File: src/rtl/chull_front.sv
// Point intake: assigns store slots, flags overflow points as not stored, marks set ends.
module chull_front #(
  parameter int MAX_POINTS = 64,
  parameter int COORD_BITS = 30
) (
  input  logic                                   clk_i,
  input  logic                                   rst_ni,
  input  logic                                   in_valid_i,
  output logic                                   in_ready_o,
  input  logic signed [COORD_BITS-1:0]           point_x_i,
  input  logic signed [COORD_BITS-1:0]           point_y_i,
  input  logic                                   final_point_i,
  output logic                                   push_o,
  input  logic                                   push_ready_i,
  output logic signed [COORD_BITS-1:0]           item_x_o,
  output logic signed [COORD_BITS-1:0]           item_y_o,
  output logic [$clog2(MAX_POINTS)-1:0]          item_idx_o,
  output logic                                   item_store_o,
  output logic                                   item_final_o
);

  localparam int IW = $clog2(MAX_POINTS);
  localparam int CW = $clog2(MAX_POINTS + 1);

  logic [CW-1:0] cnt_q, cnt_d;
  logic          store;

  assign store        = (cnt_q < CW'(MAX_POINTS));
  assign in_ready_o   = push_ready_i;
  assign push_o       = in_valid_i;
  assign item_x_o     = point_x_i;
  assign item_y_o     = point_y_i;
  assign item_idx_o   = cnt_q[IW-1:0];
  assign item_store_o = store;
  assign item_final_o = final_point_i;

  // Count points of the current set; a final point closes the set.
  always_comb begin
    cnt_d = cnt_q;
    if (in_valid_i && push_ready_i) begin
      if (final_point_i) begin
        cnt_d = '0;
      end else if (store) begin
        cnt_d = cnt_q + CW'(1);
      end
    end
  end

  always_ff @(posedge clk_i or negedge rst_ni) begin
    if (!rst_ni) begin
      cnt_q <= '0;
    end else begin
      cnt_q <= cnt_d;
    end
  end

endmodule

File: config.mk
export PLATFORM = sky130hd
export DESIGN_NAME = chull_front
export DESIGN_NICKNAME = d
export VERILOG_FILES = /design/src/rtl/chull_front.sv
export SDC_FILE = /design/constraint.sdc
export NUM_CORES = 1
export LEC_CHECK = 0
export BUFFER_PORTS_ARGS = -buffer_cell sky130_fd_sc_hd__buf_2
export CELL_PAD_IN_SITES_DETAIL_PLACEMENT = 1
export CELL_PAD_IN_SITES_GLOBAL_PLACEMENT = 2
export CORE_MARGIN = 10
export CORE_UTILIZATION = 12
export DETAILED_ROUTE_END_ITERATION = 10
export GPL_TIMING_DRIVEN = 0
export MAX_ROUTING_LAYER = met4
export PLACE_DENSITY_LB_ADDON = 0.1
export REMOVE_ABC_BUFFERS = 1
export SLEW_MARGIN = 20
export SYNTH_ARGS = -nofsm -noshare
export SYNTH_HDL_FRONTEND = slang
export SYNTH_SLANG_ARGS = --single-unit
File: constraint.sdc
create_clock -name clk_i -period 1.58 [get_ports clk_i]
set_input_delay 0.395 -clock clk_i [delete_from_list [all_inputs] [get_ports clk_i]]
set_output_delay 0.395 -clock clk_i [all_outputs]
set_load 0.1 [all_outputs]
# Word-level counts from Yosys, hierarchy flattened
# Cells that the tools add are included.
[word_totals] output_inout_bits=70 reg_bits=7 inputBits=65
[op_classes] n_reduce_logical=3 n_lt_le_gt_ge=1 n_mux=2 n_addsub=1
[ops] operator="$mux 7" n=2
[ops] operator="$add 7x1->7 const B" n=1
[ops] operator="$lt 7x7->1 const B" n=1
[ops] operator="$reduce_and 2->1" n=1
[ops] operator="$reduce_bool 2->1" n=1
[ops] operator="$logic_and 1x1->1" n=1

# Depth between registers and ports, before layout
[logic_depth] depth_word=3 ltp_mapped=4

# Worst setup path before layout
# No wires, ideal clock.
[synth_path] kind="register to output" from="register cnt_q[6]" to="output port item_store_o" t_arrival_ns=0.980 slack_ns=0.205 stages_incl_launch_ff=2 path_cell_list="dfrtp_1 > inv_1"
[synth_via] elab_chain_cells=1
[synth_lines] element="start, declared" line="25" text="logic [CW-1:0] cnt_q, cnt_d;"
[synth_lines] element="start signal, assigned" line="53" text="cnt_q <= cnt_d;"
[synth_lines] element="$lt 7x7->1" line="28" text="assign store = (cnt_q < CW'(MAX_POINTS));"
[synth_lines] element="end, declared" line="18" text="output logic item_store_o,"
# No other way between the ends.

# Worst setup path after layout
[layout_path] from="register cnt_q[0]" to="output port item_idx_o[0]"
[layout_lines] element="end, declared" line="17" text="output logic [$clog2(MAX_POINTS)-1:0] item_idx_o,"
# No word-level cell between the ends.

==> results.py <==
metrics = {
    "cts": {
        "insertion_delay_ns": 0.23,
        "clock-sinks": 7,
        "cts.clk_slew.worst_paths_ns": 0.05,
        "cts-root-buf": "clkbuf_8",
        "clock_path_buffers": 2,
        "cts_tree": "done",
        "numCtsBuffers": 3,
        "h-tree-depth": 1,
    },
    "synthesis": {
        "ys_top_cells_by_area": "buf_4, dfrtp_1, o31ai_1, or4_1, a21oi_1",
        "synthCells": 110,
        "yosys_register_bits": 7,
        "ys_async_sr_fraction_pct": 100,
        "syn_area_um2": 902,
        "synthTopCellsByCount": "buf_4, dfrtp_1, nand2_1, a21oi_1",
        "synth.most_common_cell": "buf_4",
        "synth_top_area_share_pct": 57.4,
        "yosysWarnings": 0,
        "synth_area_leader_cell": "buf_4",
        "synthFlopType": "dfrtp_1",
        "synth_edf_count": 0,
        "syn-mean-instance-area_um2": 8.20,
        "ys_seq_area_share_pct": 19.4,
        "ys_types": 20,
    },
    "finish": {
        "regMostFlops": "cnt_q",
        "reg_top3": "cnt_q (7)",
        "drive_above_1_share_pct": 33.3,
        "largest_reg_flops": 7,
        "fin_util_pct": 8.36,
        "final_area_um2": 609,
        "syn2layout_area_growth_pct": -32.5,
        "diodes": 0,
        "instances_no_fill": 156,
        "layout.nets": 124,
    },
    "timing": {
        "hold_violations": 0,
        "finalCritPeriodShare_pct": 96.8,
        "tns_ns": 0,
        "slew_headroom_pct": 56.8,
        "rsz0062_at_grt": "no",
        "setup_viol": 0,
        "report.final.slew_viol_count": 0,
        "finalClockSkew_ns": 0.00279,
        "clock.fmax_mhz": 654,
        "tightest_slew_ns": 0.647,
        "final.min_clock_period_ns": 1.53,
    },
    "grt": {
        "grt_pass1_wl_um": 7380,
        "antenna_found_initial": 0,
        "grt_start_max_net_pins": 13,
        "grt_overflow": 0,
        "grt_pass1_vias": 580,
        "track_usage_pct": 10.3,
    },
    "placement": {
        "port_buffers": 14,
        "dp.cells": 152,
        "dpl_cell_area_um2": 562,
        "place.gp.congestion": 0.605,
        "hpwl_um": 4670,
    },
    "setup_path": {
        "reg2reg_slack_ns": 0.16,
        "cpLargestDelayFamily": "buffers and inverters",
        "arrival_ns": 1.14,
        "timing.rr.start": "cnt_q[0]$_DFFE_PN0P_",
        "cp_slowest_cell": "buf_2",
        "start_kind": "flip-flop",
        "crit_start": "cnt_q[0]$_DFFE_PN0P_",
        "crit_buf_inv": 1,
        "r2r_end": "cnt_q[4]$_DFFE_PN0P_",
        "crit_required_ns": 1.18,
        "max_stage_delay_ns": 0.47,
        "worstPathCellList": "buf_2",
        "rr_worst_depth": 4,
        "critPathKind": "reg2out",
        "worstPathMaxFanout": 5,
        "end_kind": "output pin",
    },
    "route": {
        "vias": 513,
        "drtAntennaViolNets": 0,
        "wirelength_um": 5890,
        "dr.pass1.iters": 3,
        "drt-initial-drc-count": 14,
        "viasPerCell": 3.29,
        "drc": 0,
        "wire_per_inst_um": 37.7,
    },
    "min_path": {
        "hold_class": "in2async",
    },
    "power_and_ir_drop": {
        "power.density_mw_per_mm2": 1160,
        "irDropWorstVdd_mv": 0.247,
        "p_leak_nw": 0.240,
    },
    "run": {
        "cap_violations": 0,
    },
    "die": {
        "die_w_um": 107,
        "row_count": 31,
        "io_pins": 135,
        "core_mm2": 0.00729,
        "die_h_um": 107,
        "start_util_pct": 12.4,
        "die_area_mm2": 0.0114,
    },
    "status": {
        "outcome": "complete, no violations",
    },
}
layout by cell type, fill, tap and decap left out, drive strengths merged:
cell / synthesis / final
mux2i: 1 / 1
nand2: 5 / 5
o31ai: 3 / 3
or4: 4 / 4
nand3: 3 / 3
inv: 3 / 3
nand2b: 1 / 1
dfrtp: 7 / 7
clkbuf: 0 / 4
ha: 1 / 1
or3: 1 / 1
a21oi: 4 / 4
nor4: 1 / 1
and3: 1 / 1
o41ai: 1 / 1
buf: 71 / 14
o21ai: 2 / 2
nor2b: 1 / 1
repair_timing:
| item | 4_1_cts | 5_1_grt |
|---|---|---|
| hold buffers | 0 | 0 |
| resized for setup | 1 | 0 |
| setup buffers | 0 | 0 |
| endpoints found under the setup margin | 1 | 0 |
cell families after synthesis:
| logic type | Yosys count | synth area share, % |
|---|---|---|
| compound gates | 10 | 6.80 |
| flops | 7 | 19.4 |
| buf+inv | 74 | 60.5 |
| fa+ha+maj | 1 | 1.39 |
| mux | 1 | 1.11 |
| simple gates | 17 | 10.8 |
where the power goes:
group / total [W] / switching, W / leakage, nW / internal, W
Clock: 0.000274 / 0.0000976 / 0.0228 / 0.000176
Combinational: 0.000215 / 0.000183 / 0.121 / 0.0000326
Sequential: 0.000215 / 0.0000200 / 0.0959 / 0.000195
Total: 0.000704 / 0.000300 / 0.240 / 0.000404
per-stage QoR:
step | power, W | setup slack, ns | hold WS [ns]
floorplan | 0.000353 | -0.394 | 0.0994
global placement | 0.000435 | -0.00376 | 0.263
detailed placement | 0.000437 | -0.00640 | 0.262
CTS | 0.000718 | 0.0499 | 0.0109
global route | 0.000742 | 0.00899 | 0.0173
finish | 0.000704 | 0.0499 | 0.000650
worst max-delay path by stage:
| stage | slack, ns | endpoint | depth (start not counted) |
|---|---|---|---|
| floorplan | -0.39 | cnt_q[2]$_DFFE_PN0P_ | 4 |
| global placement | -0.004 | cnt_q[4]$_DFFE_PN0P_ | 4 |
| detailed placement | -0.006 | cnt_q[4]$_DFFE_PN0P_ | 4 |
| CTS | 0.05 | item_idx_o[0] | 1 |
| global route | 0.009 | item_idx_o[0] | 1 |
| finish | 0.05 | item_idx_o[0] | 1 |
metal layers:
| layer | share of wire [%] | wire, um | vias to the layer above | GRT usage, % |
|---|---|---|---|---|
| met5 | 0 | 0 | - | - |
| met4 | 0.75 | 44 | 0 | 2.32 |
| met3 | 26 | 1500 | 2 | 12.9 |
| li1 | - | - | 184 | - |
| met2 | 29 | 1730 | 67 | 8.74 |
| met1 | 44 | 2610 | 260 | 12.8 |
final cells by class:
cell class | instances | area (um2)
Clock buffer | 4 | 45.0
Sequential cell | 7 | 175
Inverter | 3 | 11.3
Tap cell | 99 | 124
Timing Repair Buffer | 14 | 72.6
Multi-Input combinational cell | 29 | 181
Fill cell | 901 | 6680
(Power assumes the default switching activity.)
