===== config.mk =====
export PLATFORM = sky130hd
export DESIGN_NAME = chull_fifo
export DESIGN_NICKNAME = d
export VERILOG_FILES = /design/src/rtl/chull_fifo.sv
export SDC_FILE = /design/constraint.sdc
export NUM_CORES = 1
export LEC_CHECK = 0
export CAP_MARGIN = 10
export CORE_MARGIN = 1.5
export CORE_UTILIZATION = 40
export CTS_BUF_LIST = sky130_fd_sc_hd__clkbuf_16
export DETAILED_ROUTE_END_ITERATION = 12
export DONT_BUFFER_PORTS = 1
export PLACE_DENSITY = 0.57
export SETUP_SLACK_MARGIN = 0.02
export SYNTH_ARGS = -nofsm -noshare
export SYNTH_HDL_FRONTEND = slang
export SYNTH_SLANG_ARGS = --single-unit

===== constraint.sdc =====
create_clock -name clk_i -period 3.7 [get_ports clk_i]
set_input_delay 0.555 -clock clk_i [delete_from_list [all_inputs] [get_ports clk_i]]
set_output_delay 0.555 -clock clk_i [all_outputs]
set_load 0.01 [all_outputs]

===== src/rtl/chull_fifo.sv =====
// Small first-in first-out queue between the point intake and the hull engine.
module chull_fifo #(
  parameter int W     = 64,
  parameter int DEPTH = 4
) (
  input  logic         clk_i,
  input  logic         rst_ni,
  input  logic         push_i,
  output logic         push_ready_o,
  input  logic [W-1:0] push_data_i,
  output logic         pop_valid_o,
  input  logic         pop_i,
  output logic [W-1:0] pop_data_o
);

  localparam int AW = (DEPTH > 1) ? $clog2(DEPTH) : 1;

  logic [W-1:0] mem_q [DEPTH];
  logic [AW:0]  wptr_q, wptr_d;
  logic [AW:0]  rptr_q, rptr_d;
  logic         full, empty;

  assign empty        = (wptr_q == rptr_q);
  assign full         = (wptr_q[AW] != rptr_q[AW]) && (wptr_q[AW-1:0] == rptr_q[AW-1:0]);
  assign push_ready_o = !full;
  assign pop_valid_o  = !empty;
  assign pop_data_o   = mem_q[rptr_q[AW-1:0]];

  always_comb begin
    wptr_d = wptr_q;
    rptr_d = rptr_q;
    if (push_i && !full) begin
      wptr_d = wptr_q + (AW+1)'(1);
    end
    if (pop_i && !empty) begin
      rptr_d = rptr_q + (AW+1)'(1);
    end
  end

  always_ff @(posedge clk_i) begin
    if (push_i && !full) begin
      mem_q[wptr_q[AW-1:0]] <= push_data_i;
    end
  end

  always_ff @(posedge clk_i or negedge rst_ni) begin
    if (!rst_ni) begin
      wptr_q <= '0;
      rptr_q <= '0;
    end else begin
      wptr_q <= wptr_d;
      rptr_q <= rptr_d;
    end
  end

endmodule


# After elaboration in Yosys (flattened, before gate mapping)
# Memories as Yosys holds them, arrays and structs flattened.
# Index checks and enable logic that the tools add are counted.
dict set report classes {
  n_addsub 2
  n_mul 0
  div 0
  magnitude_cmp 0
  n_eq_ne 3
  shifts 0
  muxes 2
  bitwise 0
  reduce_logical 5
}
# cell n
set ops {}
lappend ops {{$add A3 B1 Y3 const B} 2}
lappend ops {{$eq A3 B3 Y1} 1}
lappend ops {{$logic_and A1 B1 Y1} 3}
lappend ops {{$eq A2 B2 Y1} 1}
lappend ops {{$logic_not A1 Y1} 2}
lappend ops {{$mux W1} 2}
lappend ops {{$ne A1 B1 Y1} 1}
dict set report word_totals {
  reg_bits 6
  latchBits 0
  ram_bits 256
  rom_bits 0
  inputBits 68
  out_inout_bits 66
  word_cells 15
  memories 1
}
# memory depth width rd rd_clocked_by_memory_dff write_ports line_no
set mem_list {}
lappend mem_list {mem_q 4 64 1 0 1 18} ;# logic [W-1:0] mem_q [DEPTH];

# Longest topological paths before layout
dict set report logic_depth {
  ltp_word 6
  depth_mapped 5
  mapped_depth_nobuf 5
}

# Least setup slack after synthesis
# No wires, ideal clock.
dict set report synth_path {
  path_kind {register to register}
  from {register rptr_q[1]}
  to {memory mem_q[1][0], enable pin}
  setup_time_ns 0.429
  t_arrival_ns 2.421
  t_required_ns 3.271
  path_slack_ns 0.850
  path_stages_with_launch 5
  path_buffers 1
  synth_period_minus_slack_ns 2.850
  path_cell_list {dfrtp_1 > buf_2 > xnor2_1 > nand3_2 > and3_1}
}
dict set report synth_between {
  elab_chain_len 6
}
# item line_no
set synth_rtl {}
lappend synth_rtl {{start: declaration} 20} ;# logic [AW:0] rptr_q, rptr_d;
lappend synth_rtl {{start signal: assignment} 52} ;# rptr_q <= rptr_d;
lappend synth_rtl {{$eq A2 B2 Y1} 24} ;# assign full = (wptr_q[AW] != rptr_q[AW]) && (wptr_q[AW-1:0] == rptr_q[AW-1:0]);
lappend synth_rtl {{$logic_and A1 B1 Y1} 24}
lappend synth_rtl {{$logic_not A1 Y1} -}
lappend synth_rtl {{named net push_ready_o} 9} ;# output logic push_ready_o,
lappend synth_rtl {{$logic_and A1 B1 Y1} 41} ;# if (push_i && !full) begin
lappend synth_rtl {{$mux W1} 41}
lappend synth_rtl {{$mux W1 (implied by the code)} 42} ;# mem_q[wptr_q[AW-1:0]] <= push_data_i;
lappend synth_rtl {{end: declaration} 18}
# The timed path passes the listed nets, and every way through them passes these cells.

# Worst setup path after layout
dict set report layout_path {
  from {register rptr_q[1]}
  to {output port pop_data_o[44]}
}
dict set report layout_between {
  elab_chain_len 1
}
# item line_no
set layout_rtl {}
lappend layout_rtl {{$mem_v2 Z4 W64} -}
lappend layout_rtl {{end: declaration} 13} ;# output logic [W-1:0] pop_data_o
# Every way passes these cells.

==> tab_implementation.tex <==
\begin{tabular}{lr}
\hline
Metric & Value \\
\hline
\multicolumn{2}{l}{\textbf{Worst setup path}} \\
\quad Largest driver fanout on the critical path & 69 \\
\quad Cell family contributing the most delay on the critical path & buffers and inverters \\
\quad Biggest cell delay along the critical path & 0.77 ns \\
\quad Critical Setup Path Class & flop to output port \\
\quad Critical path endpoint category & output port \\
\quad CP bufs+invs & 1 \\
\quad Number of cells on the critical path & 2 \\
\quad CP cell instances & buf\_4, mux4\_2 \\
\quad Master of the slowest instance on the critical path & buf\_4 \\
\quad Startpoint type of the worst setup path & flop \\
\quad Critical path required time & 3.14 ns \\
\quad Data arrival at the endpoint of the critical path & 2.25 ns \\
\quad Number of cell instances on the worst register-to-register path & 4 \\
\multicolumn{2}{l}{\textbf{Timing}} \\
\quad Final min period & 2.81 ns \\
\quad Share of the cycle needed by the critical path after routing & 75.9\% \\
\quad Final worst setup slack & 0.893 ns \\
\quad Setup repair after global routing missed its margin & no \\
\quad Final-report setup violation count & 0 \\
\quad Final-layout setup total negative slack & 0 ns \\
\quad Maximum clock skew at final layout & 0.00605 ns \\
\quad Maximum clock frequency & 356 MHz \\
\quad Relative slew slack & 31.3\% \\
\quad Number of pins exceeding their max-slew limit in the final report & 0 \\
\quad Worst Tran Pin Value & 1.03 ns \\
\quad Hold Vio Cnt, Final & 0 \\
\multicolumn{2}{l}{\textbf{Finish}} \\
\quad Most common library cell in the layout ignoring fill and taps & edfxtp\_1 \\
\quad Layout cells sized above 1 & 27.4\% \\
\quad Inserted Diodes & 0 \\
\quad Final Net Count & 477 \\
\quad P\&R area growth vs syn & 12.1\% \\
\quad Commonest cells after routing, fill and taps aside & 256 x edfxtp\_1, 64 x mux4\_2, 27 x clkbuf\_16, 9 x clkinv\_1, 8 x inv\_1 \\
\quad Final instance area & 0.0109 sq mm \\
\multicolumn{2}{l}{\textbf{Power and ir drop}} \\
\quad Total power after layout & 0.00889 W \\
\quad Static leakage & 3.40 nW \\
\quad Power density relative to cell area & 812 mW/mm\^{}2 \\
\quad Max IR drop VDD & 0.000366 V \\
\multicolumn{2}{l}{\textbf{CTS}} \\
\quad Total number of H-tree levels & 1 \\
\quad Clock-pin slew on the worst setup and hold paths & 0.06 ns \\
\quad Hold buffers post-CTS & 1 \\
\quad CTS tree & built \\
\quad Clk sinks & 262 \\
\quad Post-CTS Repair Setup Buffers & 0 \\
\quad Cell chosen for the clock root & clkbuf\_16 \\
\quad Buffers from clock root to sink, at most & 3 \\
\quad Insertion delay of the later-clocked pin in the worst-skew pair & 0.51 ns \\
\quad Post\_cts resized & 0 \\
\quad Clock buffer count from CTS & 27 \\
\multicolumn{2}{l}{\textbf{Floorplan}} \\
\quad IO Pins & 134 \\
\quad Placeable core area & 0.0237 sq mm \\
\quad Row Count & 56 \\
\quad Die outline height & 159 um \\
\quad Initial cell density of the core & 41.2\% \\
\quad Die Outline Area & 0.0253 sq mm \\
\quad Die Width & 159 um \\
\multicolumn{2}{l}{\textbf{Worst hold path}} \\
\quad Class of the most critical hold timing path & primary input to flop \\
\quad Cell depth of the worst min-delay path & 0 \\
\multicolumn{2}{l}{\textbf{Logic synthesis}} \\
\quad Number of library cell types mapped by synthesis & 27 \\
\quad Netlist Area Pre-Place & 0.00976 sq mm \\
\quad FF+latch count, synth & 262 \\
\quad Cell type contributing the most total cell area after synthesis & edfxtp\_1 \\
\quad Top-area cell type share of the netlist area & 78.8\% \\
\quad Post-synthesis area per instance & 25.6 sq um \\
\quad Share of the yosys chip area belonging to registers & 80.3\% \\
\quad Top area cells in the synthesized netlist & edfxtp\_1 79\%, mux4\_2 15\%, dfrtp\_1 1.5\% \\
\quad Synthesized instance count & 382 \\
\quad Net Count, Synth & 455 \\
\quad Total number of yosys warnings & 0 \\
\multicolumn{2}{l}{\textbf{Flow run}} \\
\quad Count of maximum capacitance violations & 0 \\
\multicolumn{2}{l}{\textbf{Routing}} \\
\quad Total Wirelength & 17600 um \\
\quad Initial drt markers & 228 \\
\quad Via total after detailed routing & 3937 \\
\quad DRC violations left & 0 \\
\quad Routed wire length per instance & 23.7 um \\
\quad Antenna-violating nets left & 0 \\
\quad Number of vias per cell & 5.31 \\
\quad Number of iterations in the first detailed-routing pass & 4 \\
\multicolumn{2}{l}{\textbf{Placed design}} \\
\quad Routability-driven placement congestion ratio & 0.760 \\
\quad Half-perimeter wire length after detailed placement & 10200 um \\
\quad PortBufs & 0 \\
\quad Placement-stage worst setup slack & 1.34 ns \\
\quad Total cell area at the placement stage & 0.0101 sq mm \\
\multicolumn{2}{l}{\textbf{Status}} \\
\quad Outcome & finished, final reports clean \\
\multicolumn{2}{l}{\textbf{Global route}} \\
\quad Via count of the first global-routing pass & 4325 \\
\quad Wire length of the first global-routing pass & 27200 um \\
\quad Aggregate global-route resource usage & 14.2\% \\
\quad Number of antenna violations at the first check in global routing & 0 \\
\quad Pin count of the biggest net entering global routing & 70 \\
\quad Total gr overflow & 0 \\
\hline
\end{tabular}
## power by group
group | internal (W) | total, W | switching (W) | leakage [nW]
registers | 0.00396 | 0.00412 | 0.000163 | 2.41
clock network | 0.00138 | 0.00242 | 0.00103 | 0.408
logic | 0.000927 | 0.00236 | 0.00143 | 0.582
total | 0.00627 | 0.00889 | 0.00262 | 3.40
## worst register-to-register path: stages, from the launching register on
cell	delay (ns)
dfrtp_1	0.47
xnor2_1	0.51
nand3_2	0.28
and3_4	0.44
buf_4	0.35
## final cells by class
| cell class | count | area [sq um] |
|---|---|---|
| well taps | 319 | 399 |
| inverters | 3 | 11.3 |
| multi-input cells | 101 | 1790 |
| clock buffers | 27 | 676 |
| clock inverters | 21 | 119 |
| fillers | 2017 | 12700 |
| repair buffers | 9 | 108 |
| flip-flops and latches | 262 | 7850 |
## worst paths after layout
path                                  startpoint                      to  slack, ns
setup / recovery           rptr_q[1]$_DFFE_PN0P_          pop_data_o[44]       0.89
hold / removal                   push_data_i[13]  mem_q[3][13]$_DFFE_PP_       0.13
max in group asynchronous                 rst_ni   rptr_q[1]$_DFFE_PN0P_       3.07
hold reg to reg            rptr_q[2]$_DFFE_PN0P_   rptr_q[2]$_DFFE_PN0P_       0.61
setup reg to reg           wptr_q[1]$_DFFE_PN0P_  mem_q[0][35]$_DFFE_PP_       1.36
min in group asynchronous                 rst_ni   wptr_q[1]$_DFFE_PN0P_       0.36
## Yosys cell counts
master,n
buf_6,1
dfrtp_1,6
buf_8,4
edfxtp_1,256
a31oi_4,1
ha_1,5
mux2i_1,1
xor2_1,2
xnor2_1,4
nand2_1,2
buf_4,1
buf_2,7
inv_1,3
a211oi_1,2
and3_1,3
xnor2_2,1
buf_12,1
nand2b_1,2
xor2_2,2
clkbuf_1,2
nand3_1,1
o311ai_1,1
mux4_2,64
nand3_2,1
a21oi_1,4
o31ai_1,4
a31oi_1,1
## per-stage QoR
step,utilization (%),std cells,hold slack [ns]
2_1_floorplan,-,382,0.259
3_3_place_gp,42.8,693,0.260
3_5_place_dp,42.8,693,0.260
4_1_cts,46.2,742,0.0986
5_1_grt,46.2,742,0.0931
6_report,46.2,742,0.129
## layer usage
layer	up-vias	wire [um]	track usage (%)
li1	1689	-	-
met1	2095	6630	16.7
met2	120	9100	24.6
met3	33	1550	5.21
met4	0	339	3.90
met5	-	0	0
## state kept, by name, indices dropped and copies added, names as in the netlist
signal / count
rptr_q: 3
mem_q: 256
wptr_q: 3
## kinds of logic (layout without fill, tap and decap cells)
group | count (synthesis) | count (layout) | synth area share (%)
and+or+nand+nor | 9 | 9 | 0.551
xor gates and xnor gates | 9 | 9 | 1.04
adders and majority gates | 5 | 5 | 0.641
AOI/OAI and AO/OA | 13 | 13 | 1.04
buffers and inverters | 19 | 60 | 1.56
muxes | 65 | 65 | 14.9
DFF | 262 | 262 | 80.3
No activity file was read; power rests on OpenSTA's default activity.
